--- src/rtl/stp_pkg.sv ---
`timescale 1ns / 1ps
// ----------------------------------------------------------------------------
// stp_pkg
// Shared types and constants of the spaces-to-tabs packer.
// ----------------------------------------------------------------------------
package stp_pkg;

    localparam int MAX_TAB_WIDTH = 32;
    localparam int COL_W         = 5;
    localparam int WIDTH_W       = 6;
    localparam int CFG_IDX_W     = 2;
    localparam int CFG_DATA_W    = 8;

    localparam logic [CFG_IDX_W-1:0] CFG_IDX_TAB_WIDTH = 2'd0;
    localparam logic [CFG_IDX_W-1:0] CFG_IDX_FILL_CHAR = 2'd1;

    localparam logic [WIDTH_W-1:0] DEFAULT_TAB_WIDTH = 6'd8;
    localparam logic [7:0]         DEFAULT_FILL      = 8'd32;
    localparam logic [7:0]         CH_NEWLINE        = 8'd10;
    localparam logic [7:0]         CH_TAB            = 8'd9;

    // effective configuration seen by the datapath
    typedef struct packed {
        logic [WIDTH_W-1:0] width;
        logic [7:0]         fill;
    } cfg_t;

    // what one input item has to emit: fill_cnt fills, then the main byte
    typedef struct packed {
        logic [COL_W-1:0] fill_cnt;
        logic             has_main;
        logic [7:0]       main_byte;
        logic             last;
    } plan_t;

    typedef struct packed {
        logic busy;
    } emit_status_t;

    typedef enum logic {
        ST_IDLE,
        ST_EMIT
    } state_t;

endpackage

--- src/rtl/stp_cfg_regs.sv ---
`timescale 1ns / 1ps
// ----------------------------------------------------------------------------
// stp_cfg_regs
// Tab width and fill character registers, with their effective values.
// ----------------------------------------------------------------------------
module stp_cfg_regs (
    input  logic                          aclk,
    input  logic                          aresetn,
    input  logic                          wr_en,
    input  logic [stp_pkg::CFG_IDX_W-1:0] wr_index,
    input  logic [stp_pkg::CFG_DATA_W-1:0] wr_data,
    output stp_pkg::cfg_t                 cfg
);
    import stp_pkg::*;

    logic [WIDTH_W-1:0] tab_width_reg, tab_width_next;
    logic [7:0]         fill_char_reg, fill_char_next;

    always_comb begin
        tab_width_next = tab_width_reg;
        fill_char_next = fill_char_reg;
        if (wr_en) begin
            unique case (wr_index)
                CFG_IDX_TAB_WIDTH: tab_width_next = wr_data[WIDTH_W-1:0];
                CFG_IDX_FILL_CHAR: fill_char_next = wr_data[7:0];
                default: ;
            endcase
        end
    end

    always_ff @(posedge aclk) begin
        if (!aresetn) begin
            tab_width_reg <= DEFAULT_TAB_WIDTH;
            fill_char_reg <= DEFAULT_FILL;
        end else begin
            tab_width_reg <= tab_width_next;
            fill_char_reg <= fill_char_next;
        end
    end

    // zero width means the default, anything past the limit saturates
    always_comb begin
        if (tab_width_reg == '0) begin
            cfg.width = DEFAULT_TAB_WIDTH;
        end else if (tab_width_reg > WIDTH_W'(MAX_TAB_WIDTH)) begin
            cfg.width = WIDTH_W'(MAX_TAB_WIDTH);
        end else begin
            cfg.width = tab_width_reg;
        end
        cfg.fill = (fill_char_reg == 8'd0) ? DEFAULT_FILL : fill_char_reg;
    end

endmodule

--- src/rtl/stp_field_track.sv ---
`timescale 1ns / 1ps
// ----------------------------------------------------------------------------
// stp_field_track
// Column and held-fill tracking; turns each item into an emit plan.
// ----------------------------------------------------------------------------
module stp_field_track (
    input  logic           aclk,
    input  logic           aresetn,
    input  logic           accept,
    input  logic [7:0]     in_byte,
    input  logic           in_last,
    input  stp_pkg::cfg_t  cfg,
    output stp_pkg::plan_t plan
);
    import stp_pkg::*;

    logic [COL_W-1:0]   col_reg, col_next;
    logic [COL_W-1:0]   held_reg, held_next;
    logic [WIDTH_W-1:0] col0, held0, col_inc, held_inc;
    logic               at_stop;

    always_comb begin
        // width may have shrunk since the last item
        col0     = ({1'b0, col_reg} >= cfg.width) ? '0 : {1'b0, col_reg};
        held0    = ({1'b0, held_reg} > col0) ? col0 : {1'b0, held_reg};
        col_inc  = col0 + WIDTH_W'(1);
        held_inc = held0 + WIDTH_W'(1);
        at_stop  = (col_inc >= cfg.width);

        plan.fill_cnt  = held0[COL_W-1:0];
        plan.has_main  = 1'b1;
        plan.main_byte = in_byte;
        plan.last      = in_last;
        col_next       = '0;
        held_next      = '0;

        if (in_byte == CH_NEWLINE || in_byte == CH_TAB) begin
            col_next = '0;
        end else if (in_byte == cfg.fill) begin
            if (at_stop) begin
                if (held_inc >= WIDTH_W'(2)) begin
                    plan.fill_cnt  = '0;
                    plan.main_byte = CH_TAB;
                end else begin
                    plan.fill_cnt = held_inc[COL_W-1:0];
                    plan.has_main = 1'b0;
                end
            end else begin
                // run continues; a final item flushes it as plain fills
                plan.has_main = 1'b0;
                plan.fill_cnt = in_last ? held_inc[COL_W-1:0] : '0;
                held_next     = held_inc[COL_W-1:0];
                col_next      = col_inc[COL_W-1:0];
            end
        end else begin
            col_next = at_stop ? '0 : col_inc[COL_W-1:0];
        end

        if (in_last) begin
            col_next  = '0;
            held_next = '0;
        end
    end

    always_ff @(posedge aclk) begin
        if (!aresetn) begin
            col_reg  <= '0;
            held_reg <= '0;
        end else if (accept) begin
            col_reg  <= col_next;
            held_reg <= held_next;
        end
    end

endmodule

--- src/rtl/stp_emitter.sv ---
`timescale 1ns / 1ps
// ----------------------------------------------------------------------------
// stp_emitter
// Sequencer that plays out an emit plan, one output byte per free slot,
// counting the held fills down with a single decrementer.
// ----------------------------------------------------------------------------
module stp_emitter (
    input  logic                 aclk,
    input  logic                 aresetn,
    input  logic                 accept,
    input  stp_pkg::plan_t       plan,
    input  logic [7:0]           fill,
    output stp_pkg::emit_status_t status,
    output logic                 m_tvalid,
    input  logic                 m_tready,
    output logic [7:0]           m_tdata,
    output logic                 m_tlast
);
    import stp_pkg::*;

    state_t           state_reg, state_next;
    logic [COL_W-1:0] cnt_reg, cnt_next;
    logic             has_main_reg, has_main_next;
    logic [7:0]       main_reg, main_next;
    logic             last_reg, last_next;
    logic             m_valid_reg, m_valid_next;
    logic [7:0]       m_data_reg, m_data_next;
    logic             m_last_reg, m_last_next;
    logic             slot_free;
    logic             cnt_one;

    assign slot_free = !m_valid_reg || m_tready;
    assign cnt_one   = (cnt_reg == COL_W'(1));

    // next state
    always_comb begin
        state_next = state_reg;
        unique case (state_reg)
            ST_IDLE: begin
                if (accept && (plan.fill_cnt != '0 || plan.has_main)) begin
                    state_next = ST_EMIT;
                end
            end
            ST_EMIT: begin
                if (slot_free) begin
                    if (cnt_reg != '0) begin
                        if (cnt_one && !has_main_reg) state_next = ST_IDLE;
                    end else begin
                        state_next = ST_IDLE;
                    end
                end
            end
            default: state_next = ST_IDLE;
        endcase
    end

    // datapath and output register
    always_comb begin
        cnt_next      = cnt_reg;
        has_main_next = has_main_reg;
        main_next     = main_reg;
        last_next     = last_reg;
        m_valid_next  = m_valid_reg;
        m_data_next   = m_data_reg;
        m_last_next   = m_last_reg;
        if (m_tready) m_valid_next = 1'b0;
        unique case (state_reg)
            ST_IDLE: begin
                if (accept) begin
                    cnt_next      = plan.fill_cnt;
                    has_main_next = plan.has_main;
                    main_next     = plan.main_byte;
                    last_next     = plan.last;
                end
            end
            ST_EMIT: begin
                if (slot_free) begin
                    m_valid_next = 1'b1;
                    if (cnt_reg != '0) begin
                        m_data_next = fill;
                        m_last_next = last_reg && cnt_one && !has_main_reg;
                        cnt_next    = cnt_reg - COL_W'(1);
                    end else begin
                        m_data_next   = main_reg;
                        m_last_next   = last_reg;
                        has_main_next = 1'b0;
                    end
                end
            end
            default: ;
        endcase
    end

    always_ff @(posedge aclk) begin
        if (!aresetn) begin
            state_reg    <= ST_IDLE;
            m_valid_reg  <= 1'b0;
            cnt_reg      <= '0;
            has_main_reg <= 1'b0;
        end else begin
            state_reg    <= state_next;
            m_valid_reg  <= m_valid_next;
            cnt_reg      <= cnt_next;
            has_main_reg <= has_main_next;
        end
    end

    always_ff @(posedge aclk) begin
        main_reg   <= main_next;
        last_reg   <= last_next;
        m_data_reg <= m_data_next;
        m_last_reg <= m_last_next;
    end

    assign status.busy = (state_reg == ST_EMIT);
    assign m_tvalid    = m_valid_reg;
    assign m_tdata     = m_data_reg;
    assign m_tlast     = m_last_reg;

endmodule

--- src/rtl/spaces_to_tabs_packer_top.sv ---
`timescale 1ns / 1ps
// ----------------------------------------------------------------------------
// spaces_to_tabs_packer_top
// Packs runs of a fill character into tabs, field by field.
//
//   channel  dir  handshake           payload
//   s_       in   s_tvalid/s_tready   s_tdata = in_byte, s_tlast = in_last
//   m_       out  m_tvalid/m_tready   m_tdata = out_byte, m_tlast = out_last
//   cfg_     in   cfg_valid/cfg_ready cfg_index, cfg_data (0 tab_width, 1 fill)
//
// Each accepted item emits N bytes (0 to 32), one per cycle with the output
// free, through the fill down-counter. An item with outputs holds the input
// closed until its last byte is emitted; an item with none leaves it open.
// Output stalls stall the counter. Reset is synchronous, active low, and
// needs no clearing pass.
// ----------------------------------------------------------------------------
module spaces_to_tabs_packer_top (
    input  logic                           aclk,
    input  logic                           aresetn,
    input  logic                           s_tvalid,
    output logic                           s_tready,
    input  logic [7:0]                     s_tdata,   // [7:0] in_byte
    input  logic                           s_tlast,
    output logic                           m_tvalid,
    input  logic                           m_tready,
    output logic [7:0]                     m_tdata,   // [7:0] out_byte
    output logic                           m_tlast,
    input  logic                           cfg_valid,
    output logic                           cfg_ready,
    input  logic [stp_pkg::CFG_IDX_W-1:0]  cfg_index,
    input  logic [stp_pkg::CFG_DATA_W-1:0] cfg_data
);
    import stp_pkg::*;

    cfg_t         cfg;
    plan_t        plan;
    emit_status_t status;
    logic         s_accept;

    assign cfg_ready = 1'b1;
    assign s_tready  = !status.busy;
    assign s_accept  = s_tvalid && s_tready;

    stp_cfg_regs u_cfg (
        .aclk     (aclk),
        .aresetn  (aresetn),
        .wr_en    (cfg_valid && cfg_ready),
        .wr_index (cfg_index),
        .wr_data  (cfg_data),
        .cfg      (cfg)
    );

    stp_field_track u_track (
        .aclk    (aclk),
        .aresetn (aresetn),
        .accept  (s_accept),
        .in_byte (s_tdata),
        .in_last (s_tlast),
        .cfg     (cfg),
        .plan    (plan)
    );

    stp_emitter u_emit (
        .aclk     (aclk),
        .aresetn  (aresetn),
        .accept   (s_accept),
        .plan     (plan),
        .fill     (cfg.fill),
        .status   (status),
        .m_tvalid (m_tvalid),
        .m_tready (m_tready),
        .m_tdata  (m_tdata),
        .m_tlast  (m_tlast)
    );

    // a final item always has something to flush
    a_last_emits: assert property (@(posedge aclk) disable iff (!aresetn)
        (s_accept && s_tlast) |-> (plan.fill_cnt != '0 || plan.has_main))
        else $error("final item produced no output");

    // newline passes through after any held fills
    a_newline_passes: assert property (@(posedge aclk) disable iff (!aresetn)
        (s_accept && s_tdata == CH_NEWLINE) |->
            (plan.has_main && plan.main_byte == CH_NEWLINE))
        else $error("newline not passed through");

    // an item with output keeps the input closed on the next cycle
    a_busy_after_plan: assert property (@(posedge aclk) disable iff (!aresetn)
        (s_accept && (plan.fill_cnt != '0 || plan.has_main)) |=> !s_tready)
        else $error("input reopened before output sequence");

    // effective width never leaves its range
    a_width_range: assert property (@(posedge aclk) disable iff (!aresetn)
        (cfg.width != '0 && cfg.width <= WIDTH_W'(MAX_TAB_WIDTH)))
        else $error("effective tab width out of range");

endmodule
--- config.mk ---
export PLATFORM = sky130hd
export DESIGN_NAME = spaces_to_tabs_packer_top
export DESIGN_NICKNAME = d
export VERILOG_FILES = /design/src/rtl/stp_pkg.sv /design/src/rtl/stp_cfg_regs.sv /design/src/rtl/stp_field_track.sv /design/src/rtl/stp_emitter.sv /design/src/rtl/spaces_to_tabs_packer_top.sv
export SDC_FILE = /design/constraint.sdc
export NUM_CORES = 1
export LEC_CHECK = 0
export ABC_AREA = 1
export BUFFER_PORTS_ARGS = -buffer_cell sky130_fd_sc_hd__buf_2
export CELL_PAD_IN_SITES_DETAIL_PLACEMENT = 1
export CELL_PAD_IN_SITES_GLOBAL_PLACEMENT = 1
export CORE_UTILIZATION = 39
export DETAILED_ROUTE_END_ITERATION = 6
export PLACE_DENSITY_LB_ADDON = 0.1
export SETUP_SLACK_MARGIN = 0.4
export SYNTH_ARGS = -nofsm -noshare
export SYNTH_HDL_FRONTEND = slang
export SYNTH_SLANG_ARGS = --single-unit
--- constraint.sdc ---
create_clock -name aclk -period 3.9 [get_ports aclk]
set_clock_uncertainty 0.1 [all_clocks]
set_input_delay 0.195 -clock aclk [delete_from_list [all_inputs] [get_ports aclk]]
set_output_delay 0.195 -clock aclk [all_outputs]
set_load 0.03 [all_outputs]
# --- Word-level counts from Yosys, hierarchy flattened ---
# Index checks and enable logic that the tools add are counted.
classes:
  n_reduce_logical: 22
  bitwise_logic: 1
  muxes: 38
  n_lt_le_gt_ge: 5
  n_eq_ne: 9
  n_addsub: 3
ops:
  columns: ["operator", "n"]
  rows:
  - ["$mux 5", 13]
  - ["$mux 8", 4]
  - ["$mux 14", 2]
  - ["$mux 6", 4]
  - ["$eq 8x4->1 const B", 2]
  - ["$add 6x1->6 const B", 2]
  - ["$mux 1", 12]
  - ["$pmux 5 s2", 1]
  - ["$reduce_bool 5->1", 2]
  - ["$eq 8x8->1", 1]
  - ["$logic_not 8->1", 1]
  - ["$reduce_and 2->1", 4]
  - ["$ge 5x6->1", 1]
  - ["$ge 6x2->1 const B", 1]
  - ["$ge 6x6->1", 1]
  - ["$gt 5x6->1", 1]
  - ["$gt 6x6->1 const B", 1]
  - ["$logic_not 6->1", 1]
  - ["$ne 2x2->1 const B", 3]
  - ["$reduce_and 3->1", 2]
  - ["$eq 5x1->1 const B", 1]
  - ["$logic_and 1x1->1", 5]
  - ["$sub 5x1->5 const B", 1]
  - ["$pmux 1 s2", 2]
  - ["6 further kinds", 10]
word_totals:
  word_cells: 90
  regBits: 50
  inputBits: 24
  out_inout_bits: 12

# --- Longest topological paths before layout ---
# Gate-level depths: netlist of run 1.
logic_depth:
  word_depth: 18
  mapped_depth: 32
  depth_no_buf: 32

# --- Cells and area by module ---
# Synthesis of run 1 repeated with hierarchy kept, for this count alone.
hier_totals:
  hier_cells: 485
  hier_area_um2: 3469.6
modules_own_cells:
  columns: ["module", "n_inst", "cells_per_inst", "area_each_um2", "seq_area_each_um2"]
  rows:
  - ["stp_field_track", 1, 239, 1576.5, 200.2]
  - ["stp_emitter", 1, 133, 1193.6, 700.7]
  - ["stp_cfg_regs", 1, 108, 674.4, 280.3]
  - ["spaces_to_tabs_packer_top", 1, 5, 25.0, 0.0]

# --- Worst setup path after synthesis of run 1 ---
# OpenSTA, ideal clock, no wires.
synth_path:
  path_kind: "reg2reg"
  startpoint: "register u_cfg.tab_width_reg[2]"
  endpoint: "register u_emit.state_reg, in the netlist u_emit.status"
  arrival_ns: 3.719
  path_stages_with_launch: 30
  path_slack_ns: 0.011
  synth_period_minus_slack_ns: 3.889
  n_path_buf: 0
  setup_time_ns: 0.070
  required_time_ns: 3.730
  path_cell_list: "dfxtp_1 nor2_1 nand3_1 a21boi_0 ha_1 inv_1 nand2_1 nand2_1 nand2_1 nand2_1 nand2_1 nor2_2 inv_1 nor3_1 xor2_1 inv_1 ha_1 nand2_1 inv_1 o211ai_1 o2111ai_1 nor2_1 nand3_1 nand2_1 inv_1 nand3_1 nor2_1 nand4_1 nand2_1 a21oi_1"
synth_between:
  elab_chain_cells: 18
  word_cells_on_any_way: 23
  classes_between: "2 x add/sub; 5 x order compare; 12 x mux; 4 x reduce/logical"
synth_rtl:
  columns: ["item", "line", "rtl"]
  rows:
  - ["start, declared", "stp_cfg_regs.sv:16", "logic [WIDTH_W-1:0] tab_width_reg, tab_width_next;"]
  - ["start signal, assigned", "stp_cfg_regs.sv:36", "tab_width_reg <= tab_width_next;"]
  - ["$gt 6x6->1", "stp_cfg_regs.sv:45", "end else if (tab_width_reg > WIDTH_W'(MAX_TAB_WIDTH)) begin"]
  - ["$mux 6", "stp_cfg_regs.sv:45", null]
  - ["$mux 6 *", "stp_cfg_regs.sv:43", "if (tab_width_reg == '0) begin"]
  - ["$ge 5x6->1", "stp_field_track.sv:24", "col0 = ({1'b0, col_reg} >= cfg.width) ? '0 : {1'b0, col_reg};"]
  - ["$mux 5", "stp_field_track.sv:24", null]
  - ["$gt 5x6->1", "stp_field_track.sv:25", "held0 = ({1'b0, held_reg} > col0) ? col0 : {1'b0, held_reg};"]
  - ["$mux 6", "stp_field_track.sv:25", null]
  - ["$add 6x1->6", "stp_field_track.sv:27", "held_inc = held0 + WIDTH_W'(1);"]
  - ["[... 2 more ...]", null, null]
  - ["$mux 6", "stp_field_track.sv:40", "if (at_stop) begin"]
  - ["$mux 14", "stp_field_track.sv:39", "end else if (in_byte == cfg.fill) begin"]
  - ["$mux 14 *", "stp_field_track.sv:37", "if (in_byte == CH_NEWLINE || in_byte == CH_TAB) begin"]
  - ["$reduce_bool 5->1", "stp_emitter.sv:40", "if (accept && (plan.fill_cnt != '0 || plan.has_main)) begin"]
  - ["$logic_or 1x1->1 *", "stp_emitter.sv:40", null]
  - ["$logic_and 1x1->1 *", "stp_emitter.sv:40", null]
  - ["$mux 1 *", "stp_emitter.sv:40", null]
  - ["$pmux 1 s2 *", "stp_emitter.sv:38", "unique case (state_reg)"]
  - ["end signal, assigned", "stp_emitter.sv:101", "state_reg <= state_next;"]
  - ["end, declared", "stp_emitter.sv:21", "state_t state_reg, state_next;"]
# Every way passes the cells marked *; elsewhere a longest branch is shown, timed or not.
# A chain may end at the register's enable or synchronous reset.

# --- Worst setup path in the final report of run 1 ---
layout_path:
  startpoint: "register u_cfg.tab_width_reg[4]"
  endpoint: "register u_emit.cnt_reg[3]"
layout_between:
  elab_chain_cells: 15
  word_cells_on_any_way: 19
  classes_between: "2 x add/sub; 5 x order compare; 11 x mux; 1 x reduce/logical"
layout_rtl:
  columns: ["item", "line", "rtl"]
  rows:
  - ["$gt 6x6->1", "stp_cfg_regs.sv:45", null]
  - ["$mux 6", "stp_cfg_regs.sv:45", null]
  - ["$mux 6 *", "stp_cfg_regs.sv:43", null]
  - ["$ge 5x6->1", "stp_field_track.sv:24", null]
  - ["$mux 5", "stp_field_track.sv:24", null]
  - ["$gt 5x6->1", "stp_field_track.sv:25", null]
  - ["$mux 6", "stp_field_track.sv:25", null]
  - ["$add 6x1->6", "stp_field_track.sv:27", null]
  - ["$ge 6x2->1", "stp_field_track.sv:41", "if (held_inc >= WIDTH_W'(2)) begin"]
  - ["$mux 5", "stp_field_track.sv:41", null]
  - ["$mux 6", "stp_field_track.sv:40", null]
  - ["$mux 14", "stp_field_track.sv:39", null]
  - ["$mux 14 *", "stp_field_track.sv:37", null]
  - ["$mux 5 *", "stp_emitter.sv:69", "if (accept) begin"]
  - ["$pmux 5 s2 *", "stp_emitter.sv:67", "unique case (state_reg)"]
  - ["end signal, assigned", "stp_emitter.sv:103", "cnt_reg <= cnt_next;"]
  - ["end, declared", "stp_emitter.sv:22", "logic [COL_W-1:0] cnt_reg, cnt_next;"]
# Every way passes the cells marked *; elsewhere a longest branch is shown, timed or not. The select of a mux whose other input is x is not followed.

==> qor.txt, run 1 <==
FF-to-FF End - u_emit.cnt_reg[3]$_SDFFE_PN0P_
Initial Util - 0.4069
Post-Synth Simple-Gate Area - 0.2945
static leakage - 2.057 nW
Finished Layout Cells - 627
Pwr Total - 1.382 mW
Synth Area in Compound Gates - 0.1350
Area contributors post-synth - dfxtp_1 20%, edfxtp_1 17%, nand2_1 11%
worst hold slack - 0.01107 ns
Mapped Nets - 469
Placed Cells - 590
fmax - 248.2 MHz
I/O pin total - 36
pre-CTS WS - -0.1492 ns
Mapped Area - 0.003161 mm2
post-synthesis adder-cell area fraction - 0.08314
pin count of the biggest net entering global routing - 18
RSZ-0062 raised after global routing - yes
Peak VDD IR - 0.1823 mV
core region area - 0.007767 mm2
failing checks - setup timing
Routed Antenna Nets - 0
clk sinks - 50
combinational family with the most area after synthesis - simple AND/OR/NAND/NOR gates
initial antenna violation count - 0
hold_sp - cfg_data[7]
proportion of synthesized area in mux cells - 0
Power Density - 302.8 mW/mm2
Port Buf Inserts - 34
global route total overflow - 0
Crit path required time - 4.05 ns
final period utilization - 1.033
Worst Reg-to-Reg Cells - 26
vias per inst - 5.191
Synth Warn # - 0
DRT Pass-1 Iters - 4
DRC - 0
CTS Root Cell - clkbuf_8
hold endpoint - u_cfg.fill_char_reg[7]$_SDFFE_PN0P_
FF+latch count, synth - 50
Worst setup EP type - register
Worst-path clk slew - 0.10 ns
Final Hold Viols - 0
GRT Total Usage - 0.2272
Die Area - 0.008468 mm2
Hold/Removal Path Class - input port to register
CTS max path bufs - 2
top-area cell type share of the netlist area - 0.2027
Setup violations, final - 14
gp weighted congestion - 0.8448
r2r setup slk - -0.13 ns
clock latency at the later pin of the worst-skew pair - 0.31 ns
minimum clock period - 4.029 ns
crit-path max FO - 4
WL per Instance - 17.06 um
Slew HR - 0.4546
area delta synth->final - 44.34%
ANT cells - 0
die span in y - 92.02 um
Cells after Synth - 424
hold path depth - 3
worst-margin pin slew - 0.8151 ns
num rows - 32
nets - 569
CP arrival - 4.18 ns
worst setup path class - register to register
register area share after synthesis - 0.3737
vias in the first global route - 3285
post-route setup TNS - -1.061 ns
Max Transition Viols Final - 0
CTS tree - done
overall routed net length - 10700 um
status - complete, but fails checks
post-synthesis xor/xnor area fraction - 0.03048
initial DRC count - 64
Die Width - 92.02 um
FF-to-FF Start - u_cfg.tab_width_reg[4]$_SDFFE_PN0P_
Final WS setup - -0.1287 ns
layout cells sized above 1 - 0.4095
# H-tree levels - 2
TritonCTS Buffers - 5
CP startpoint kind - register
vias - 3255
max-cap violation count - 0
first-pass GRT wire length - 15290 um
Final HPWL DP - 6901 um
Synth Area per Inst - 7.454 um2
Yosys top cell by area - dfxtp_1
number of library cell types mapped by synthesis - 41
==> timing repair <==
item	CTS	global route
pin swaps	25	51
endpoints found under the setup margin	25	25
hold endpoints to repair	0	0
setup buffers	18	11
hold buffers	0	0
resized for setup	42	56
==> logic make-up after synthesis <==
kind of cell	Yosys count
adders and majority gates	21
other	1
DFF	50
and+or+nand+nor	199
buffers and inverters	68
xor gates and xnor gates	11
AOI/OAI and AO/OA	74
==> final cells by class <==
type / instances / area (um2)
clock inverter: 3 / 48.80
timing repair buffer: 99 / 710.7
fill: 936 / 3206
inverter: 62 / 235.2
sequential: 50 / 1185
clock buffer: 5 / 68.82
multi-input combinational: 306 / 2186
tap: 102 / 127.6
==> through the flow <==
stage	cell area [um2]	util
after CTS	4245	0.5466
after detailed placement	3819	0.4916
after global routing	4562	0.5873
final	4562	0.5873
after global placement	3819	0.4916
after floorplan	3277	-
==> critical path, stage by stage, from the launching register on <==
cell and delay, ns:
dfxtp_2 0.34, nor2_2 0.11, nand3_2 0.12, a21oi_2 0.16, inv_2 0.08, ha_4 0.22
nand2_2 0.05, nand2_2 0.07, a21boi_4 0.23, buf_4 0.17, nand3_4 0.12, inv_2 0.10
ha_4 0.17, xor2_2 0.19, inv_1 0.08, ha_1 0.30, nand2_2 0.09, inv_2 0.04
o211ai_1 0.14, o2111ai_4 0.21, nor2_4 0.19, buf_6 0.13, nand4_1 0.10, nand2_1 0.13
buf_4 0.12, o21bai_1 0.06, a21oi_1 0.12
==> synthesized netlist by cell type (all sizes together) <==
cell	instances
xnor2	8
dfxtp	32
nand3	25
a31oi	1
xor2	3
buf	1
nor3	9
conb	1
nand3b	1
edfxtp	18
o221ai	1
a32oi	1
o21bai	2
nand4	7
ha	21
nor2	48
o2111ai	1
or2	2
a21boi	4
nor4	1
a22oi	1
a21oi	30
clkinv	1
clkbuf	5
o21ai	30
o211ai	3
inv	61
nand2	106
==> power breakdown <==
group	switching, mW	internal (mW)	total [mW]	leakage, nW
clock network	0.195	0.196	0.391	0.0563
registers	0.0209	0.583	0.603	0.434
logic	0.239	0.148	0.387	1.57
total	0.455	0.926	1.38	2.06
==> layout by cell type, fill, tap and decap left out, types with 3 or more instances in the layout <==
| cell type | n |
|---|---|
| ha_4 | 10 |
| nand3_4 | 9 |
| nand2_2 | 25 |
| dfxtp_2 | 3 |
| nor2_4 | 7 |
| nand3_1 | 10 |
| buf_4 | 51 |
| xnor2_1 | 8 |
| nor3_1 | 6 |
| inv_2 | 10 |
| clkbuf_8 | 5 |
| dfxtp_1 | 29 |
| a21oi_1 | 25 |
| edfxtp_1 | 18 |
| o21ai_1 | 3 |
| o21ai_0 | 24 |
| o211ai_1 | 3 |
| buf_2 | 34 |
| o21ai_2 | 3 |
| nor2_1 | 34 |
| nand3_2 | 6 |
| nand4_1 | 7 |
| buf_6 | 14 |
| inv_1 | 50 |
| a21oi_2 | 4 |
| nand2_4 | 9 |
| ha_1 | 11 |
| nor2_2 | 7 |
| nand2_1 | 72 |
==> layer usage <==
metal	vias up	global-route usage	wire [um]	share of wire
li1	1591	-	-	-
met4	0	0.07422	263	0.025
met3	25	0.02653	242	0.023
met2	53	0.4310	5775	0.54
met1	1586	0.2620	4418	0.41
met5	-	0	0	0
==> worst max path at each step <==
stage | from | endpoint | slack [ns] | cells past startpoint
after floorplan | u_cfg.tab_width_reg[2]$_SDFFE_PN0P_ | u_emit.status$_SDFF_PN0_ | 0.24 | 27
after global placement | u_cfg.tab_width_reg[2]$_SDFFE_PN0P_ | u_emit.main_reg[1]$_DFFE_PP_ | -0.01 | 28
after detailed placement | u_cfg.tab_width_reg[2]$_SDFFE_PN0P_ | u_emit.main_reg[1]$_DFFE_PP_ | -0.15 | 28
after CTS | u_cfg.tab_width_reg[0]$_SDFFE_PN0P_ | u_emit.main_reg[1]$_DFFE_PP_ | -0.02 | 28
after global routing | u_cfg.tab_width_reg[4]$_SDFFE_PN0P_ | u_emit.status$_SDFF_PN0_ | -0.38 | 27
final | u_cfg.tab_width_reg[4]$_SDFFE_PN0P_ | u_emit.cnt_reg[3]$_SDFFE_PN0P_ | -0.13 | 26
Note: power is estimated with default switching activity, not from simulation.
==> inputs of run 2 (changes only) <==
--- a/config.mk
+++ b/config.mk
@@ -13,6 +13,8 @@
 export DETAILED_ROUTE_END_ITERATION = 6
 export PLACE_DENSITY_LB_ADDON = 0.1
 export SETUP_SLACK_MARGIN = 0.4
+export SKIP_CTS_REPAIR_TIMING = 1
 export SYNTH_ARGS = -nofsm -noshare
 export SYNTH_HDL_FRONTEND = slang
+export SYNTH_HIERARCHICAL = 1
 export SYNTH_SLANG_ARGS = --single-unit
==> run 2 against run 1 <==
The run ends with hold timing, setup timing left. Sequential power increased by 8.3%. Clock-buffer cell count stayed put. Largest cell class unchanged. Critical path type unchanged. Power up 14%. Critical endpoint is now u_emit/status$_SDFF_PN0_. Synthesized cell count up 14%. Final cell count rose by 7.0%. Largest power group unchanged.
==> qor.txt, run 2 <==
Mapped Area - 0.003470 mm2 (+9.8%)
CTS Root Cell - clkbuf_8
FF-to-FF Start - u_cfg/tab_width_reg[3]$_SDFFE_PN1P_
CTS max path bufs - 2 (unchanged)
minimum clock period - 4.034 ns (+0.005184 ns)
area delta synth->final - 28.96%
nets - 607 (+6.7%)
Placed Cells - 655 (+11%)
Power Density - 352.4 mW/mm2 (+16%)
top-area cell type share of the netlist area - 0.1846 (-0.01805)
global route total overflow - 0 (unchanged)
power share of the clock group - 0.248 (-0.035)
register area share after synthesis - 0.3404 (-0.03329)
CP bufs+invs - 4 (-3)
DRT Pass-1 Iters - 4 (unchanged)
FF/Latch Area - 0.001184 mm2 (-0.11%)
worst setup path class - register to register
vias per inst - 4.861 (-6.4%)
number of library cell types mapped by synthesis - 45 (+9.8%)
vias - 3262 (+0.22%)
Routed Antenna Nets - 0 (unchanged)
# H-tree levels - 2 (unchanged)
commonest non-fill, non-tap cells in the layout - 124 x nand2_1, 64 x inv_1, 58 x nor2_1
Mapped Nets - 530 (+13%)
hold_sp - cfg_data[7]
cell family with most CP delay - simple AND/OR/NAND/NOR gates
Final Hold Viols - 1 (+1)
CTS tree - done
num rows - 34 (+6.3%)
fmax - 247.9 MHz (-0.13%)
Crit-path slowest cell - dfxtp_2
first-pass GRT wire length - 15540 um (+1.6%)
Cells after Synth - 485 (+14%)
area occupied by multi-input gates - 0.002163 mm2 (-1.0%)
Slew HR - 0.5945 (+0.1399)
Area contributors post-synth - dfxtp_1 18%, edfxtp_1 16%, nand2_1 14%
Reg power frac - 0.414 (-0.023)
WL per Instance - 14.09 um (-17%)
Final WS setup - -0.1339 ns (-0.005184 ns)
vias in the first global route - 3358 (+2.2%)
Max Transition Viols Final - 0 (unchanged)
Crit path required time - 4.05 ns (about the same)
hold endpoint - u_cfg/fill_char_reg[7]$_SDFFE_PN0P_
DRC - 0 (unchanged)
hold path depth - 3 (unchanged)
Hold/Removal Path Class - input port to register
gp weighted congestion - 0.7664 (-9.3%)
Worst Reg-to-Reg Cells - 30 (+15%)
post-route setup TNS - -0.4493 ns (+0.6114 ns)
worst-margin pin slew - 0.6046 ns (-0.2105 ns)
Peak VDD IR - 0.1555 mV (-15%)
pre-CTS WS - -0.2583 ns (-0.1090 ns)
Sw Share - 0.3703 (+0.04089)
Worst-path clk slew - 0.11 ns (about the same)
failing checks - hold timing, setup timing
Final HPWL DP - 7552 um (+9.4%)
Initial Util - 0.3998 (-0.007096)
EDFF count, synth - 18 (unchanged)
Synth Area per Inst - 7.154 um2 (-4.0%)
Synth Warn # - 6 (+6)
Die Area - 0.009278 mm2 (+9.6%)
CP max stage delay - 0.34 ns (about the same)
TritonCTS Buffers - 5 (unchanged)
overall routed net length - 9455 um (-12%)
Int Pwr - 992.7 uW (+7.2%)
status - complete, but fails checks
crit-path max FO - 6 (+2)
worst hold slack - -0.00005940 ns (-0.01113 ns)
pin count of the biggest net entering global routing - 23 (+5)
FF+latch count, synth - 50 (unchanged)
die span in y - 96.32 um (+4.7%)
core region area - 0.008678 mm2 (+12%)
CP startpoint kind - register
RSZ-0062 raised after global routing - yes
Finished Layout Cells - 671 (+7.0%)
clk sinks - 50 (unchanged)
ANT cells - 0 (unchanged)
final period utilization - 1.034 (+0.001329)
commonest non-fill, non-tap cell in the layout - nand2_1
Worst setup EP type - register
combinational share of power - 0.338 (+0.058)
clock latency at the later pin of the worst-skew pair - 0.32 ns (about the same)
GRT Total Usage - 0.2186 (-0.008660)
top post-synthesis cells by count - 132 x nand2_1, 71 x inv_1, 61 x nor2_1
fraction of registers with async set/reset - 0 (unchanged)
P_sw - 583.8 uW (+28%)
Yosys top cell by area - dfxtp_1
filler instances - 1106 (+18%)
layout cells sized above 1 - 0.3197 (-0.08981)
FF-to-FF End - u_emit/status$_SDFF_PN0_
Setup violations, final - 6 (-8)
Primary FF master, synth - dfxtp_1
I/O pin total - 36 (unchanged)
count leader, synth - nand2_1
Port Buf Inserts - 34 (unchanged)
initial antenna violation count - 0 (unchanged)
initial DRC count - 65 (+1.6%)
CP arrival - 4.18 ns (about the same)
static leakage - 2.169 nW (+5.4%)
Die Width - 96.32 um (+4.7%)
r2r setup slk - -0.13 ns (about the same)
max-cap violation count - 0 (unchanged)
## run 2: cell types whose count changed in the layout (fill, tap and decap cells not counted), moves of 4 or more
cell	previous run	this run
nand2_1	72	124
nor2_1	34	58
o21ai_0	24	2
inv_1	50	64
buf_6	14	3
a21oi_1	25	16
nand2_2	25	17
xnor2_1	8	2
xor2_1	1	7
nand2_4	9	4
nand3_1	10	15
ha_4	10	6
nor2_4	7	3
o21ai_1	3	7
## run 2: logic make-up after synthesis
kind of cell             synth area share
AND/OR/NAND/NOR                    0.3541
buffers and inverters              0.1100
flip-flops                         0.3404
AO/OA/AOI/OAI                     0.08871
adder cells (fa/ha/maj)           0.07573
XOR/XNOR                          0.02993
other                            0.001081
## run 2: worst max path at each step
stage                                   startpoint                        to  slack (ns)  depth (start not counted)
4_1_cts        u_cfg/tab_width_reg[1]$_SDFFE_PN0P_  u_emit/status$_SDFF_PN0_       -0.30                         31
3_3_place_gp   u_cfg/tab_width_reg[2]$_SDFFE_PN0P_  u_emit/status$_SDFF_PN0_       -0.16                         31
6_report       u_cfg/tab_width_reg[3]$_SDFFE_PN1P_  u_emit/status$_SDFF_PN0_       -0.13                         30
5_1_grt        u_cfg/tab_width_reg[3]$_SDFFE_PN1P_  u_emit/status$_SDFF_PN0_       -0.47                         30
2_1_floorplan  u_cfg/tab_width_reg[1]$_SDFFE_PN0P_  u_emit/status$_SDFF_PN0_        0.12                         28
3_5_place_dp   u_cfg/tab_width_reg[2]$_SDFFE_PN0P_  u_emit/status$_SDFF_PN0_       -0.26                         31
## run 2: worst min-delay path: stages
cell and delay, ns:
buf_2 0.08, nor2_1 0.03, nor2_1 0.08
## run 2: layer usage
metal  up-vias  GRT usage  share of wire
met3         7    0.02844          0.020
met4         0    0.04412         0.0085
li1       1679          -              -
met2        23     0.4173           0.52
met5         -          0              0
met1      1553     0.2588           0.45
## run 2: layout make-up
type | instances | share of cell area
clock buffers | 5 | 0.01538
clock inverters | 3 | 0.01063
inverters | 77 | 0.06516
multi-input cells | 342 | 0.4835
flip-flops and latches | 50 | 0.2645
well taps | 108 | 0.03020
repair buffers | 86 | 0.1306
## run 2: stage by stage
stage | utilization | instance area [um2] | total power, mW
finish | 0.5156 | 4474 | 1.577
global route | 0.5156 | 4474 | 1.693
CTS | 0.4911 | 4262 | 1.575
detailed placement | 0.4777 | 4145 | 1.181
global placement | 0.4777 | 4145 | 1.159
floorplan | - | 3602 | 1.039
## run 2: power groups by stage
stage	Clock [mW]	Combinational, mW	Sequential (mW)
2_1_floorplan	0	0.348	0.692
3_3_place_gp	0	0.497	0.662
3_5_place_dp	0	0.516	0.665
4_1_cts	0.404	0.518	0.653
5_1_grt	0.428	0.603	0.662
6_report	0.391	0.532	0.653
